[src/dtdn_pkg.sv]
// types, constants and the month table shared by the day number block
`default_nettype none

package dtdn_pkg;

   localparam int DATE_W  = 27;
   localparam int TAG_W   = 16;
   localparam int DAY_W   = 22;
   localparam int YEAR_W  = 14;
   localparam int MONTH_W = 7;
   localparam int DOM_W   = 7;
   localparam int CENT_W  = 8;
   localparam int LEAP_W  = 12;
   localparam int MOFF_W  = 9;
   localparam int OFFS_W  = 9;
   localparam int BASE_W  = 24;

   localparam int YEAR_DIV   = 10000;
   localparam int YEAR_RECIP = 109951162;
   localparam int YEAR_SHIFT = 40;
   localparam int HUNDRED    = 100;
   localparam int HUND_RECIP = 5243;
   localparam int HUND_SHIFT = 19;
   localparam int DAYS_YEAR  = 365;
   localparam int FEBRUARY   = 2;
   localparam int DAY_MAX    = 4194303;

   localparam int QUEUE_DEPTH = 4;

   typedef struct packed {
      logic signed [BASE_W-1:0] base;
      logic [OFFS_W-1:0]        offs;
      logic                     first;
   } work_type;

   // days of the months before the given month, nothing for a bad month
   function automatic logic [MOFF_W-1:0] month_offset(input logic [MONTH_W-1:0] month);
      logic [MOFF_W-1:0] offs;
      case (month)
         7'd1:    offs = 9'd0;
         7'd2:    offs = 9'd31;
         7'd3:    offs = 9'd59;
         7'd4:    offs = 9'd90;
         7'd5:    offs = 9'd120;
         7'd6:    offs = 9'd151;
         7'd7:    offs = 9'd181;
         7'd8:    offs = 9'd212;
         7'd9:    offs = 9'd243;
         7'd10:   offs = 9'd273;
         7'd11:   offs = 9'd304;
         7'd12:   offs = 9'd334;
         default: offs = 9'd0;
      endcase
      return offs;
   endfunction

endpackage

`default_nettype wire

[src/dtdn_if.sv]
// request and response channel interfaces
`default_nettype none

interface dtdn_req_if;
   logic                           valid;
   logic                           ready;
   logic [dtdn_pkg::DATE_W-1:0]    date_code;
   logic [dtdn_pkg::TAG_W-1:0]     person_tag;
   logic                           first_item;

   modport source (output valid, date_code, person_tag, first_item, input ready);
   modport sink (input valid, date_code, person_tag, first_item, output ready);
endinterface

interface dtdn_rsp_if;
   logic                           valid;
   logic                           ready;
   logic [dtdn_pkg::DAY_W-1:0]     day_number;
   logic [dtdn_pkg::TAG_W-1:0]     youngest_tag;
   logic [dtdn_pkg::DAY_W-1:0]     youngest_day;
   logic [dtdn_pkg::TAG_W-1:0]     oldest_tag;
   logic [dtdn_pkg::DAY_W-1:0]     oldest_day;

   modport source (output valid, day_number, youngest_tag, youngest_day, oldest_tag,
                   oldest_day, input ready);
   modport sink (input valid, day_number, youngest_tag, youngest_day, oldest_tag,
                 oldest_day, output ready);
endinterface

`default_nettype wire

[src/dtdn_front.sv]
// front pipeline: splits the decimal date and forms the day count pieces
`default_nettype none

module dtdn_front #(
   parameter int TAG_KEEP = 16
) (
   input  wire logic                 clock,
   input  wire logic                 reset,
   dtdn_req_if.sink                  req,
   output logic                      out_valid,
   input  wire logic                 out_ready,
   output dtdn_pkg::work_type        out_work,
   output logic [TAG_KEEP-1:0]       out_tag
);

   localparam int DateW     = dtdn_pkg::DATE_W;
   localparam int YearW     = dtdn_pkg::YEAR_W;
   localparam int MonthW    = dtdn_pkg::MONTH_W;
   localparam int DomW      = dtdn_pkg::DOM_W;
   localparam int CentW     = dtdn_pkg::CENT_W;
   localparam int LeapW     = dtdn_pkg::LEAP_W;
   localparam int MoffW     = dtdn_pkg::MOFF_W;
   localparam int OffsW     = dtdn_pkg::OFFS_W;
   localparam int BaseW     = dtdn_pkg::BASE_W;
   localparam int ProdW     = 2 * DateW;
   localparam int DivProdW  = 27;
   localparam int BaseProdW = BaseW - 1;

   // stage valids
   logic s1_valid_ff, s1_valid_in;
   logic s2_valid_ff, s2_valid_in;
   logic s3_valid_ff, s3_valid_in;
   logic s4_valid_ff, s4_valid_in;
   logic s5_valid_ff, s5_valid_in;
   logic adv1, adv2, adv3, adv4, adv5;

   // stage one
   logic [DateW-1:0]    s1_code_ff, s1_code_in;
   logic [YearW-1:0]    s1_est_ff, s1_est_in;
   logic [TAG_KEEP-1:0] s1_tag_ff;
   logic                s1_first_ff;
   logic [ProdW-1:0]    year_prod;

   // stage two
   logic [YearW-1:0]    s2_year_ff, s2_year_in;
   logic [YearW-1:0]    s2_rem_ff, s2_rem_in;
   logic [TAG_KEEP-1:0] s2_tag_ff;
   logic                s2_first_ff;
   logic [DateW-1:0]    est_scaled;
   logic [DateW-1:0]    rem_raw;

   // stage three
   logic [YearW-1:0]    s3_year_ff;
   logic [YearW-1:0]    s3_rem_ff;
   logic [MonthW-1:0]   s3_month_ff, s3_month_in;
   logic [CentW-1:0]    s3_cent_ff, s3_cent_in;
   logic [TAG_KEEP-1:0] s3_tag_ff;
   logic                s3_first_ff;
   logic [DivProdW-1:0] month_prod;
   logic [DivProdW-1:0] cent_prod;

   // stage four
   logic [YearW-1:0]    s4_n_ff, s4_n_in;
   logic [LeapW-1:0]    s4_leap_days_ff, s4_leap_days_in;
   logic [MoffW-1:0]    s4_moff_ff, s4_moff_in;
   logic [DomW-1:0]     s4_dom_ff, s4_dom_in;
   logic                s4_extra_ff, s4_extra_in;
   logic                s4_year_zero_ff, s4_year_zero_in;
   logic [TAG_KEEP-1:0] s4_tag_ff;
   logic                s4_first_ff;
   logic [YearW-1:0]    cent_years;
   logic                cent_exact;
   logic                leap;
   logic [CentW-1:0]    n_cent;

   // stage five
   dtdn_pkg::work_type  s5_work_ff, s5_work_in;
   logic [TAG_KEEP-1:0] s5_tag_ff;
   logic [BaseProdW-1:0] n_days;

   assign adv5 = !s5_valid_ff || out_ready;
   assign adv4 = !s4_valid_ff || adv5;
   assign adv3 = !s3_valid_ff || adv4;
   assign adv2 = !s2_valid_ff || adv3;
   assign adv1 = !s1_valid_ff || adv2;

   assign req.ready = adv1;

   always_comb begin
      s1_valid_in = adv1 ? req.valid   : s1_valid_ff;
      s2_valid_in = adv2 ? s1_valid_ff : s2_valid_ff;
      s3_valid_in = adv3 ? s2_valid_ff : s3_valid_ff;
      s4_valid_in = adv4 ? s3_valid_ff : s4_valid_ff;
      s5_valid_in = adv5 ? s4_valid_ff : s5_valid_ff;
   end

   // year estimate by reciprocal, at most one short
   always_comb begin
      year_prod  = ProdW'(req.date_code) * ProdW'(dtdn_pkg::YEAR_RECIP);
      s1_code_in = req.date_code;
      s1_est_in  = year_prod[dtdn_pkg::YEAR_SHIFT +: YearW];
   end

   // remainder and one-step correction
   always_comb begin
      est_scaled = DateW'(s1_est_ff) * DateW'(dtdn_pkg::YEAR_DIV);
      rem_raw    = s1_code_ff - est_scaled;
      if (rem_raw >= DateW'(dtdn_pkg::YEAR_DIV)) begin
         s2_year_in = s1_est_ff + YearW'(1);
         s2_rem_in  = YearW'(rem_raw - DateW'(dtdn_pkg::YEAR_DIV));
      end else begin
         s2_year_in = s1_est_ff;
         s2_rem_in  = YearW'(rem_raw);
      end
   end

   // month and century by reciprocal of one hundred
   always_comb begin
      month_prod  = DivProdW'(s2_rem_ff) * DivProdW'(dtdn_pkg::HUND_RECIP);
      cent_prod   = DivProdW'(s2_year_ff) * DivProdW'(dtdn_pkg::HUND_RECIP);
      s3_month_in = month_prod[dtdn_pkg::HUND_SHIFT +: MonthW];
      s3_cent_in  = cent_prod[dtdn_pkg::HUND_SHIFT +: CentW];
   end

   // day of month, leap year and leap days before the year
   always_comb begin
      s4_dom_in       = DomW'(s3_rem_ff - (YearW'(s3_month_ff) * YearW'(dtdn_pkg::HUNDRED)));
      cent_years      = YearW'(s3_cent_ff) * YearW'(dtdn_pkg::HUNDRED);
      cent_exact      = s3_year_ff == cent_years;
      leap            = (s3_year_ff[1:0] == 2'b00) && (!cent_exact || (s3_cent_ff[1:0] == 2'b00));
      s4_n_in         = s3_year_ff - YearW'(1);
      n_cent          = s3_cent_ff - CentW'(cent_exact);
      s4_leap_days_in = LeapW'(s4_n_in >> 2) - LeapW'(n_cent) + LeapW'(n_cent >> 2);
      s4_moff_in      = dtdn_pkg::month_offset(s3_month_ff);
      s4_extra_in     = (s3_month_ff > MonthW'(dtdn_pkg::FEBRUARY)) && leap;
      s4_year_zero_in = s3_year_ff == '0;
   end

   // whole years in days, the rest summed alongside
   always_comb begin
      n_days = BaseProdW'(s4_n_ff) * BaseProdW'(dtdn_pkg::DAYS_YEAR);
      if (s4_year_zero_ff) begin
         s5_work_in.base = -BaseW'(dtdn_pkg::DAYS_YEAR);
      end else begin
         s5_work_in.base = $signed(BaseW'(n_days + BaseProdW'(s4_leap_days_ff)));
      end
      s5_work_in.offs  = OffsW'(s4_moff_ff) + OffsW'(s4_dom_ff) + OffsW'(s4_extra_ff);
      s5_work_in.first = s4_first_ff;
   end

   always_ff @(posedge clock) begin
      if (reset) begin
         s1_valid_ff <= 1'b0;
         s2_valid_ff <= 1'b0;
         s3_valid_ff <= 1'b0;
         s4_valid_ff <= 1'b0;
         s5_valid_ff <= 1'b0;
      end else begin
         s1_valid_ff <= s1_valid_in;
         s2_valid_ff <= s2_valid_in;
         s3_valid_ff <= s3_valid_in;
         s4_valid_ff <= s4_valid_in;
         s5_valid_ff <= s5_valid_in;
      end
   end

   always_ff @(posedge clock) begin
      if (adv1) begin
         s1_code_ff  <= s1_code_in;
         s1_est_ff   <= s1_est_in;
         s1_tag_ff   <= req.person_tag[TAG_KEEP-1:0];
         s1_first_ff <= req.first_item;
      end
      if (adv2) begin
         s2_year_ff  <= s2_year_in;
         s2_rem_ff   <= s2_rem_in;
         s2_tag_ff   <= s1_tag_ff;
         s2_first_ff <= s1_first_ff;
      end
      if (adv3) begin
         s3_year_ff  <= s2_year_ff;
         s3_rem_ff   <= s2_rem_ff;
         s3_month_ff <= s3_month_in;
         s3_cent_ff  <= s3_cent_in;
         s3_tag_ff   <= s2_tag_ff;
         s3_first_ff <= s2_first_ff;
      end
      if (adv4) begin
         s4_n_ff         <= s4_n_in;
         s4_leap_days_ff <= s4_leap_days_in;
         s4_moff_ff      <= s4_moff_in;
         s4_dom_ff       <= s4_dom_in;
         s4_extra_ff     <= s4_extra_in;
         s4_year_zero_ff <= s4_year_zero_in;
         s4_tag_ff       <= s3_tag_ff;
         s4_first_ff     <= s3_first_ff;
      end
      if (adv5) begin
         s5_work_ff <= s5_work_in;
         s5_tag_ff  <= s4_tag_ff;
      end
   end

   assign out_valid = s5_valid_ff;
   assign out_work  = s5_work_ff;
   assign out_tag   = s5_tag_ff;

endmodule

`default_nettype wire

[src/dtdn_queue.sv]
// short fifo between the front and back pipelines
`default_nettype none

module dtdn_queue #(
   parameter int DATA_WIDTH = 8,
   parameter int DEPTH      = 4
) (
   input  wire logic                  clock,
   input  wire logic                  reset,
   input  wire logic                  in_valid,
   output logic                       in_ready,
   input  wire logic [DATA_WIDTH-1:0] in_data,
   output logic                       out_valid,
   input  wire logic                  out_ready,
   output logic [DATA_WIDTH-1:0]      out_data
);

   localparam int PtrW   = (DEPTH > 1) ? $clog2(DEPTH) : 1;
   localparam int CountW = $clog2(DEPTH + 1);

   logic [DATA_WIDTH-1:0] slot_ff [DEPTH];
   logic [PtrW-1:0]       wr_ptr_ff, wr_ptr_in;
   logic [PtrW-1:0]       rd_ptr_ff, rd_ptr_in;
   logic [CountW-1:0]     count_ff, count_in;
   logic                  push;
   logic                  pop;

   assign in_ready  = count_ff != CountW'(DEPTH);
   assign out_valid = count_ff != '0;
   assign out_data  = slot_ff[rd_ptr_ff];
   assign push      = in_valid && in_ready;
   assign pop       = out_valid && out_ready;

   always_comb begin
      wr_ptr_in = wr_ptr_ff;
      rd_ptr_in = rd_ptr_ff;
      count_in  = count_ff;
      if (push) begin
         wr_ptr_in = (wr_ptr_ff == PtrW'(DEPTH - 1)) ? '0 : wr_ptr_ff + PtrW'(1);
      end
      if (pop) begin
         rd_ptr_in = (rd_ptr_ff == PtrW'(DEPTH - 1)) ? '0 : rd_ptr_ff + PtrW'(1);
      end
      if (push && !pop) begin
         count_in = count_ff + CountW'(1);
      end else if (pop && !push) begin
         count_in = count_ff - CountW'(1);
      end
   end

   always_ff @(posedge clock) begin
      if (reset) begin
         wr_ptr_ff <= '0;
         rd_ptr_ff <= '0;
         count_ff  <= '0;
      end else begin
         wr_ptr_ff <= wr_ptr_in;
         rd_ptr_ff <= rd_ptr_in;
         count_ff  <= count_in;
      end
   end

   always_ff @(posedge clock) begin
      if (push) begin
         slot_ff[wr_ptr_ff] <= in_data;
      end
   end

endmodule

`default_nettype wire

[src/dtdn_back.sv]
// back pipeline: final sum with clamping, youngest and oldest tracking
`default_nettype none

module dtdn_back #(
   parameter int TAG_KEEP = 16
) (
   input  wire logic                 clock,
   input  wire logic                 reset,
   input  wire logic                 in_valid,
   output logic                      in_ready,
   input  wire dtdn_pkg::work_type   in_work,
   input  wire logic [TAG_KEEP-1:0]  in_tag,
   dtdn_rsp_if.source                rsp
);

   localparam int DayW  = dtdn_pkg::DAY_W;
   localparam int BaseW = dtdn_pkg::BASE_W;
   localparam int TagW  = dtdn_pkg::TAG_W;

   logic                    b1_valid_ff, b1_valid_in;
   logic [DayW-1:0]         b1_day_ff, b1_day_in;
   logic [TAG_KEEP-1:0]     b1_tag_ff;
   logic                    b1_first_ff;
   logic                    out_valid_ff, out_valid_in;
   logic [DayW-1:0]         out_day_ff;
   logic [DayW-1:0]         max_day_ff, max_day_in;
   logic [TAG_KEEP-1:0]     max_tag_ff, max_tag_in;
   logic [DayW-1:0]         min_day_ff, min_day_in;
   logic [TAG_KEEP-1:0]     min_tag_ff, min_tag_in;
   logic                    out_adv;
   logic                    b1_adv;
   logic signed [BaseW-1:0] total;

   assign out_adv  = !out_valid_ff || rsp.ready;
   assign b1_adv   = !b1_valid_ff || out_adv;
   assign in_ready = b1_adv;

   // sum and clamp to the day number range
   always_comb begin
      total = in_work.base + $signed(BaseW'(in_work.offs));
      if (total < 0) begin
         b1_day_in = '0;
      end else if (total > $signed(BaseW'(dtdn_pkg::DAY_MAX))) begin
         b1_day_in = DayW'(dtdn_pkg::DAY_MAX);
      end else begin
         b1_day_in = total[DayW-1:0];
      end
   end

   // extremes move only when an item enters the output register
   always_comb begin
      b1_valid_in  = b1_adv ? in_valid : b1_valid_ff;
      out_valid_in = out_adv ? b1_valid_ff : out_valid_ff;
      max_day_in   = max_day_ff;
      max_tag_in   = max_tag_ff;
      min_day_in   = min_day_ff;
      min_tag_in   = min_tag_ff;
      if (out_adv && b1_valid_ff) begin
         if (b1_first_ff) begin
            max_day_in = b1_day_ff;
            max_tag_in = b1_tag_ff;
            min_day_in = b1_day_ff;
            min_tag_in = b1_tag_ff;
         end else if (b1_day_ff > max_day_ff) begin
            max_day_in = b1_day_ff;
            max_tag_in = b1_tag_ff;
         end else if (b1_day_ff < min_day_ff) begin
            min_day_in = b1_day_ff;
            min_tag_in = b1_tag_ff;
         end
      end
   end

   always_ff @(posedge clock) begin
      if (reset) begin
         b1_valid_ff  <= 1'b0;
         out_valid_ff <= 1'b0;
         max_day_ff   <= '0;
         max_tag_ff   <= '0;
         min_day_ff   <= '0;
         min_tag_ff   <= '0;
      end else begin
         b1_valid_ff  <= b1_valid_in;
         out_valid_ff <= out_valid_in;
         max_day_ff   <= max_day_in;
         max_tag_ff   <= max_tag_in;
         min_day_ff   <= min_day_in;
         min_tag_ff   <= min_tag_in;
      end
   end

   always_ff @(posedge clock) begin
      if (b1_adv) begin
         b1_day_ff   <= b1_day_in;
         b1_tag_ff   <= in_tag;
         b1_first_ff <= in_work.first;
      end
      if (out_adv) begin
         out_day_ff <= b1_day_ff;
      end
   end

   assign rsp.valid        = out_valid_ff;
   assign rsp.day_number   = out_day_ff;
   assign rsp.youngest_tag = TagW'(max_tag_ff);
   assign rsp.youngest_day = max_day_ff;
   assign rsp.oldest_tag   = TagW'(min_tag_ff);
   assign rsp.oldest_day   = min_day_ff;

endmodule

`default_nettype wire

[src/date_to_day_number_min_max.sv]
// Takes one item per clock unless stalled: a decimal YYYYMMDD date, a person tag
// and a first-item flag, and returns one item per input with the proleptic
// Gregorian day number (0001-01-01 is day one, clamped to 0..4194303) and the
// youngest and oldest day numbers with their tags after this item. Throughput is
// one item per cycle when nothing stalls. An item's result passes through eight
// register stages of which the first takes the item: five front stages (reciprocal
// divides by 10000 and 100, leap day count, whole-year multiply), one slot of the
// four-entry queue and two back stages (clamped sum, then the youngest/oldest
// compare into the output register).
// The youngest/oldest compare and update loops through the extreme registers. A
// stalled response side fills the queue before the request side stops. Only the
// low TAG_WIDTH bits of the tag (at most sixteen) are kept.
`default_nettype none

module date_to_day_number_min_max #(
   parameter int TAG_WIDTH = 16
) (
   input  wire logic clock,
   input  wire logic reset,
   dtdn_req_if.sink  req,
   dtdn_rsp_if.source rsp
);

   localparam int TagKeep = (TAG_WIDTH < dtdn_pkg::TAG_W) ? TAG_WIDTH : dtdn_pkg::TAG_W;
   localparam int WorkW   = $bits(dtdn_pkg::work_type);
   localparam int QueueW  = WorkW + TagKeep;

   logic               fr_valid;
   logic               fr_ready;
   dtdn_pkg::work_type fr_work;
   logic [TagKeep-1:0] fr_tag;
   logic [QueueW-1:0]  q_in_data;
   logic [QueueW-1:0]  q_out_data;
   logic               bk_valid;
   logic               bk_ready;
   dtdn_pkg::work_type bk_work;
   logic [TagKeep-1:0] bk_tag;

   dtdn_front #(
      .TAG_KEEP (TagKeep)
   ) u_front (
      .clock     (clock),
      .reset     (reset),
      .req       (req),
      .out_valid (fr_valid),
      .out_ready (fr_ready),
      .out_work  (fr_work),
      .out_tag   (fr_tag)
   );

   assign q_in_data = {fr_tag, fr_work};

   dtdn_queue #(
      .DATA_WIDTH (QueueW),
      .DEPTH      (dtdn_pkg::QUEUE_DEPTH)
   ) u_queue (
      .clock     (clock),
      .reset     (reset),
      .in_valid  (fr_valid),
      .in_ready  (fr_ready),
      .in_data   (q_in_data),
      .out_valid (bk_valid),
      .out_ready (bk_ready),
      .out_data  (q_out_data)
   );

   assign bk_work = q_out_data[WorkW-1:0];
   assign bk_tag  = q_out_data[QueueW-1:WorkW];

   dtdn_back #(
      .TAG_KEEP (TagKeep)
   ) u_back (
      .clock    (clock),
      .reset    (reset),
      .in_valid (bk_valid),
      .in_ready (bk_ready),
      .in_work  (bk_work),
      .in_tag   (bk_tag),
      .rsp      (rsp)
   );

endmodule

`default_nettype wire
[src/flat_wrapper.sv]
// flat-port wrapper written by rule: the top's interface ports become plain ports
module date_to_day_number_min_max_flat 
#(
   parameter int TAG_WIDTH = 16
)
  (clock, reset, req_valid, req_date_code, req_person_tag, req_first_item, req_ready, rsp_valid, rsp_day_number, rsp_youngest_tag, rsp_youngest_day, rsp_oldest_tag, rsp_oldest_day, rsp_ready);
  dtdn_req_if req_i ();
  dtdn_rsp_if rsp_i ();
  input  wire logic clock;
  input  wire logic reset;
  input wire logic [$bits(req_i.valid)-1:0] req_valid;
  input wire logic [$bits(req_i.date_code)-1:0] req_date_code;
  input wire logic [$bits(req_i.person_tag)-1:0] req_person_tag;
  input wire logic [$bits(req_i.first_item)-1:0] req_first_item;
  output wire logic [$bits(req_i.ready)-1:0] req_ready;
  output wire logic [$bits(rsp_i.valid)-1:0] rsp_valid;
  output wire logic [$bits(rsp_i.day_number)-1:0] rsp_day_number;
  output wire logic [$bits(rsp_i.youngest_tag)-1:0] rsp_youngest_tag;
  output wire logic [$bits(rsp_i.youngest_day)-1:0] rsp_youngest_day;
  output wire logic [$bits(rsp_i.oldest_tag)-1:0] rsp_oldest_tag;
  output wire logic [$bits(rsp_i.oldest_day)-1:0] rsp_oldest_day;
  input wire logic [$bits(rsp_i.ready)-1:0] rsp_ready;
  assign req_i.valid = req_valid;
  assign req_i.date_code = req_date_code;
  assign req_i.person_tag = req_person_tag;
  assign req_i.first_item = req_first_item;
  assign req_ready = req_i.ready;
  assign rsp_valid = rsp_i.valid;
  assign rsp_day_number = rsp_i.day_number;
  assign rsp_youngest_tag = rsp_i.youngest_tag;
  assign rsp_youngest_day = rsp_i.youngest_day;
  assign rsp_oldest_tag = rsp_i.oldest_tag;
  assign rsp_oldest_day = rsp_i.oldest_day;
  assign rsp_i.ready = rsp_ready;
  date_to_day_number_min_max #(.TAG_WIDTH(TAG_WIDTH)) u_core (.clock(clock), .reset(reset), .req(req_i), .rsp(rsp_i));
endmodule
[config.mk]
export PLATFORM = sky130hd
export DESIGN_NAME = date_to_day_number_min_max_flat
export DESIGN_NICKNAME = d
export VERILOG_FILES = /design/src/dtdn_pkg.sv /design/src/dtdn_if.sv /design/src/dtdn_front.sv /design/src/dtdn_queue.sv /design/src/dtdn_back.sv /design/src/date_to_day_number_min_max.sv /design/src/flat_wrapper.sv
export SDC_FILE = /design/constraint.sdc
export NUM_CORES = 2
export LEC_CHECK = 0
export BUFFER_PORTS_ARGS = -buffer_cell sky130_fd_sc_hd__buf_4
export CORE_ASPECT_RATIO = 0.9
export CORE_MARGIN = 10
export CORE_UTILIZATION = 50
export DETAILED_ROUTE_END_ITERATION = 16
export PLACE_DENSITY_LB_ADDON = 0.25
export SETUP_SLACK_MARGIN = 0.1
export SLEW_MARGIN = 15
export SYNTH_ARGS = -nofsm -noshare
export SYNTH_HDL_FRONTEND = slang
export SYNTH_HIERARCHICAL = 1
export SYNTH_SLANG_ARGS = --single-unit
[constraint.sdc]
create_clock -name clock -period 11.1 [get_ports clock]
set_input_delay 0.555 -clock clock [delete_from_list [all_inputs] [get_ports clock]]
set_output_delay 0.555 -clock clock [all_outputs]
set_load 0.02 [all_outputs]
==> Yosys cells after proc, flatten, opt, wreduce, memory -nomap -nowiden <==
Memory sizes are Yosys's and may differ from the RTL's. A register that Yosys moved wholly into a read port is not among the register bits.
Cells that the tools add are included.
{ "word_totals": {"regBits": 409, "mem_bits_rw": 200, "rom_bits": 144, "inputBits": 48, "output_inout_bits": 100, "mem_count": 2} }
{ "memory_table": {"columns": ["name", "depth", "width", "rd", "rd_clocked_by_memory_dff", "write_ports", "line", "text"], "rows": [
  ["u_core.u_queue.slot_ff", 4, 50, 1, 1, 1, "dtdn_queue.sv:21", "logic [DATA_WIDTH-1:0] slot_ff [DEPTH];"],
  ["(name not given)", 16, 9, 1, 1, 0, "dtdn_pkg.sv:39", "case (month)"]
]} }
{ "op_classes": {"add_sub_neg": 16, "mul": 7, "magnitude_cmp": 6, "eq_ne": 5, "mux": 21, "reduce_logical": 36} }
{ "op_table": {"columns": ["operator", "n"], "rows": [
  ["2-to-1 mux 22 bit", 6],
  ["2-to-1 mux 16 bit", 5],
  ["multiplier 27 x 26 -> 53 bit (second input constant)", 1],
  ["2-to-1 mux 14 bit", 2],
  [">= comparator 27 x 14 -> 1 bit (second input constant)", 1],
  ["multiplier 14 x 13 -> 27 bit (second input constant)", 1],
  ["subtractor 27 bit", 1],
  ["multiplier 14 x 13 -> 26 bit (second input constant)", 1],
  ["adder 23 x 12 -> 24 bit", 1],
  ["adder 24 x 10 -> 24 bit", 1],
  ["greater-than comparator 24 x 23 -> 1 bit (second input constant)", 1],
  ["less-than comparator 24 x 1 -> 1 bit (second input constant)", 1],
  ["multiplier 14 x 10 -> 23 bit (second input constant)", 1],
  ["multiplier 14 x 9 -> 23 bit (second input constant)", 1],
  ["greater-than comparator 22 bit", 1],
  ["less-than comparator 22 bit", 1],
  ["adder 14 x 1 -> 14 bit (second input constant)", 1],
  ["equality test 14 bit", 1],
  ["zero test 14 bit", 1],
  ["subtractor 14 x 1 -> 14 bit (second input constant)", 1],
  ["subtractor 14 bit (second input constant)", 1],
  ["adder 12 x 6 -> 12 bit", 1],
  ["multiplier 8 x 5 -> 12 bit (second input constant)", 1],
  ["subtractor 12 x 8 -> 12 bit", 1],
  ["24 further kinds", 57]
]} }

==> Longest topological paths before layout <==
{ "depth": {"ltp_word": 7, "ltp_mapped": 33} }

==> Cells and area by module <==
The synthesis kept the hierarchy.
{ "by_module_without_submodules": {"columns": ["mod", "instances", "cells_per_inst", "area_each_um2", "seq_area_each_um2"], "rows": [
  ["dtdn_front", 1, 3264, 36236.0, 8117.8],
  ["dtdn_back", 1, 875, 7902.6, 3393.3],
  ["dtdn_queue", 1, 310, 7667.4, 6185.9]
]} }

==> Worst setup path before layout <==
Ideal clock, no wire load.
{ "synth_timing": {"path_type": "flip-flop to flip-flop", "start": "register u_core.u_front.s1_est_ff[4]", "end": "register u_core.u_front.s2_year_ff[2] (data pin)", "setup_ps": 262, "arrival_ps": 6783, "t_required_ps": 10838, "slack_ps": 4054, "path_stages_with_launch": 32, "n_path_buf": 2, "path_cell_list": "edfxtp_1 > inv_1 > fa_1 > inv_1 > ha_1 > inv_1 > fa_1 > inv_1 > ha_1 > inv_1 > fa_1 > inv_1 > ha_1 > o41ai_1 > o21ai_0 > o21ai_0 > nand2b_1 > a21oi_1 > xor2_1 > ha_1 > buf_2 > nand3_1 > nor4_1 > o21ai_0 > a31oi_1 > mux2_2 > a2111oi_2 > and4_1 > nand4_4 > buf_4 > nand2_1 > xnor2_1"} }
{ "synth_via": {"elab_chain_len": 4} }
{ "synth_lines": {"columns": ["item", "line", "text"], "rows": [
  ["start: declaration", "dtdn_front.sv:39", "logic [YearW-1:0] s1_est_ff, s1_est_in;"],
  ["start signal: assignment", "dtdn_front.sv:170", "s1_est_ff <= s1_est_in;"],
  ["multiplier 14 x 10 -> 23 bit", "dtdn_front.sv:106", "est_scaled = DateW'(s1_est_ff) * DateW'(dtdn_pkg::YEAR_DIV);"],
  ["subtractor 27 bit", "dtdn_front.sv:107", "rem_raw = s1_code_ff - est_scaled;"],
  [">= comparator 27 x 14 -> 1 bit", "dtdn_front.sv:108", "if (rem_raw >= DateW'(dtdn_pkg::YEAR_DIV)) begin"],
  ["2-to-1 mux 14 bit", "dtdn_front.sv:108", null],
  ["named net u_core.u_front.s2_year_in[2]", "dtdn_front.sv:45", "logic [YearW-1:0] s2_year_ff, s2_year_in;"],
  ["end signal: assignment", "dtdn_front.sv:175", "s2_year_ff <= s2_year_in;"],
  ["end: declaration", "dtdn_front.sv:45", null]
]} }
The timed path passes the listed nets, and every way through them passes these cells.
A chain may end at the register's enable or synchronous reset.

==> Worst setup path after layout <==
{ "layout_timing": {"start": "register u_core.u_front.s1_est_ff[4]", "end": "register u_core.u_front.s2_year_ff[6] (data pin)"} }
{ "layout_via": {"elab_chain_len": 4} }
{ "layout_lines": {"columns": ["item", "line"], "rows": [
  ["multiplier 14 x 10 -> 23 bit", "dtdn_front.sv:106"],
  ["subtractor 27 bit", "dtdn_front.sv:107"],
  [">= comparator 27 x 14 -> 1 bit", "dtdn_front.sv:108"],
  ["2-to-1 mux 14 bit (*)", "dtdn_front.sv:108"],
  ["named net u_core.u_front.s2_year_in[6]", "dtdn_front.sv:45"]
]} }
Mark *: on every way through the listed nets, which the timed path passes. The rest lies on a longest branch.

==> impl_results.md <==
* H-tree depth at 3
* Final wirelength at 110 mm
* Post-DR wirelength/cell at 18.3 microns
* Final Hold Viols at 0
* Hold Crit Class: primary input to flop
* Area growth syn-to-layout at 9.60%
* Postcts setup bufs at 0
* GRT Util Overall at 18.9%
* Clk Latency, worst-skew pair at 0.62 ns
* Cell variety after synth at 83
* TritonCTS clock tree: done
* Final setup fails at 0
* Worst Hold End: u_core/u_front/s1_tag_ff[15]
* Tmin final at 8.11 ns
* Placed inst area at 54400 sq um
* Cell taking the most area after synthesis: edfxtp_1
* GP Congestion at 0.864
* Post-synthesis register bit count at 620
* Setup_tns at 0 ns
* Post-synth net total at 5791
* Hold buffers post-CTS at 0
* # IOs at 148
* Worst EP required at 11.46 ns
* Share of the synthesized area in the top cell type at 30.6%
* DRT antenna net count at 0
* Max Slew Vio Count at 0
* Placement Setup Slack at 3.03 ns
* CTS buffer count at 68
* Root Driver: clkbuf_16
* Number of global-route vias before repair at 33236
* DRC errors left at 0
* GRT overflow at 0
* Worst Reg2Reg Path Length in Cells at 29
* Largest net degree at the start of global routing at 87
* Post-synth top flop: edfxtp_1
* Status: finished, final reports clean
* RSZ-0062 raised after global routing: false
* CTS resizes at 0
* Slew @ Worst Pin at 1.06 ns
* DIE HEIGHT at 325 microns
* Finished Cell Area at 56800 sq um
* CP Capture Type: flop
* Worst setup margin at 2.99 ns
* RR Endpoint: u_core/u_front/s2_year_ff[6]
* Arr. time, crit path at 8.47 ns
* Min-delay src: req_person_tag[15]
* Sequential element share of the synthesized area at 34.2%
* Main area contributors after synthesis: edfxtp_1, fa_1, ha_1, inv_1, dfxtp_1
* Router iterations before antenna repair at 5
* Mean Syn Cell Area at 11.6 sq um
* Crit Reg-Reg Startpoint: u_core/u_front/s1_est_ff[4]
* Synth warn at 6
* Period utilization at 73.1%
* PortBufs at 147
* DP Wirelength at 84.5 mm
* First-pass GRT wire length at 181 mm
* Most frequent cells in the layout: inv_1, ha_1, edfxtp_1
* CTS Buffer Depth at 3
* Post-Synthesis Cells at 4449
* Initial core utilization at 50.6%
* Die X at 359 microns
* Worst Setup Start Kind: flop
* Worst path max stage delay at 0.55 ns
* Relative slew margins at 29.6%
* Iteration-0 DRC Markers at 1940
* Post-Syn Area at 51800 sq um
* Vias at 31979
* Nets at 5930
* Initial antenna violation count at 1
* Max FO, Critical Path at 26
* EDFF count, synth at 528
* Die area at 117000 sq um
* Core ar. at 102000 sq um
* Via/cell ratio at 5.33
* Clock sinks at 620
* Diodes inserted at 0
* Worst Hold Path Cells at 1
* Clock slew at reported path FFs at 0.06 ns
* Max Cap Violations at 0
* FMAX at 123 MHz
* Worst Skew at 0.0278 ns
* Commonest non-fill, non-tap cell in the layout: inv_1
* Share of layout cells above drive strength 1 at 8.81%
* Ys async rst share at 0%
* Cell mode on critical path: inv_1
* Critical path's slowest cell: fa_1
* Setup CP Type: flop to flop
* R2R setup slack at 2.99 ns
* # rows at 111
==> metal layers <==
metal	global-route usage, %	wire length, microns	share of wire (%)
met2	30.9	51600	47
met3	2.30	4620	4.2
met5	0	0	0
met4	3.73	1830	1.7
met1	27.0	51500	47
==> critical path, delay by kind of cell, from the launching register on <==
kind	cells	cell delay, ns
adder cells (fa/ha/maj)	7	2.73
XOR/XNOR	2	0.19
flip-flops	1	0.52
AND/OR/NAND/NOR	6	1.59
buffers and inverters	6	0.37
AO/OA/AOI/OAI	7	2.02
multiplexers	1	0.39
==> synthesized netlist by cell type, types with 28 or more instances <==
master and n:
a31o_2 43, nand2_1 139, nand3_1 91, nor3_1 85
o21ai_0 69, nand2b_1 31, a31oi_1 45, xnor2_1 130
a21o_1 54, edfxtp_1 528, nor2_1 112, o211ai_1 55
a21oi_1 151, clkbuf_1 66, nand4_1 28, ha_1 774
fa_1 520, mux4_2 51, dfxtp_1 92, xor2_1 54
inv_1 1023
==> through the flow <==
stage / util [%] / cells / hold WS [ns]
final: 55.5 / 5999 / 0.129
after global routing: 55.5 / 5999 / 0.0943
after CTS: 55.5 / 5999 / 0.0864
after detailed placement: 53.1 / 5874 / 0.405
after global placement: 53.1 / 5874 / 0.400
after floorplan: - / 4449 / 0.400
==> registers in the layout, summed over array words and instances, names as in the netlist, 16 cells and up, named ones only <==
| register | count |
|---|---|
| u_core/u_front/s4_tag_ff | 16 |
| u_core/u_back/b1_tag_ff | 16 |
| u_core/u_front/s2_tag_ff | 16 |
| u_core/u_queue/slot_ff | 200 |
| u_core/u_back/rsp.oldest_day | 22 |
| u_core/u_back/b1_day_ff | 22 |
| u_core/u_back/rsp.day_number | 22 |
| u_core/u_front/out_tag | 16 |
| u_core/u_front/s1_tag_ff | 16 |
| u_core/u_front/out_work | 34 |
| u_core/u_front/s1_code_ff | 27 |
| u_core/u_front/s3_tag_ff | 16 |
| u_core/u_back/rsp.youngest_tag | 16 |
| u_core/u_back/rsp.oldest_tag | 16 |
| u_core/u_back/rsp.youngest_day | 22 |
==> cells by family (layout without fill, tap and decap cells) <==
group,count (synthesis),count (layout),synth area share (%)
mux,63,63,2.45
fa+ha+maj,1294,1294,38.8
xor+xnor,185,185,3.15
buf+inv,1124,1318,8.27
flops,620,620,34.2
simple gates,595,595,5.75
compound gates,568,568,7.42
==> worst max path at each step <==
stage / cells after the start / slack, ns / endpoint / startpoint
global route: 29 / 2.31 / u_core/u_front/s2_year_ff[6] / u_core/u_front/s1_est_ff[4]
finish: 29 / 2.99 / u_core/u_front/s2_year_ff[6] / u_core/u_front/s1_est_ff[4]
global placement: 29 / 3.18 / u_core/u_front/s2_year_ff[10] / u_core/u_front/s1_est_ff[4]
detailed placement: 29 / 3.03 / u_core/u_front/s2_year_ff[6] / u_core/u_front/s1_est_ff[4]
floorplan: 31 / 4.05 / u_core/u_front/s2_year_ff[2] / u_core/u_front/s1_est_ff[4]
CTS: 29 / 2.96 / u_core/u_front/s2_year_ff[6] / u_core/u_front/s1_est_ff[4]
==> final cells by class <==
class | instances | area (sq um)
well taps | 1356 | 1700
repair buffers | 169 | 1270
clock inverters | 47 | 637
multi-input cells | 2705 | 29900
flip-flops and latches | 620 | 17700
clock buffers | 78 | 1760
fillers | 8604 | 45600
inverters | 1024 | 3840
Power is not shown: default switching activity piles up to over one toggle a cycle in this logic, so the estimate is an artifact.
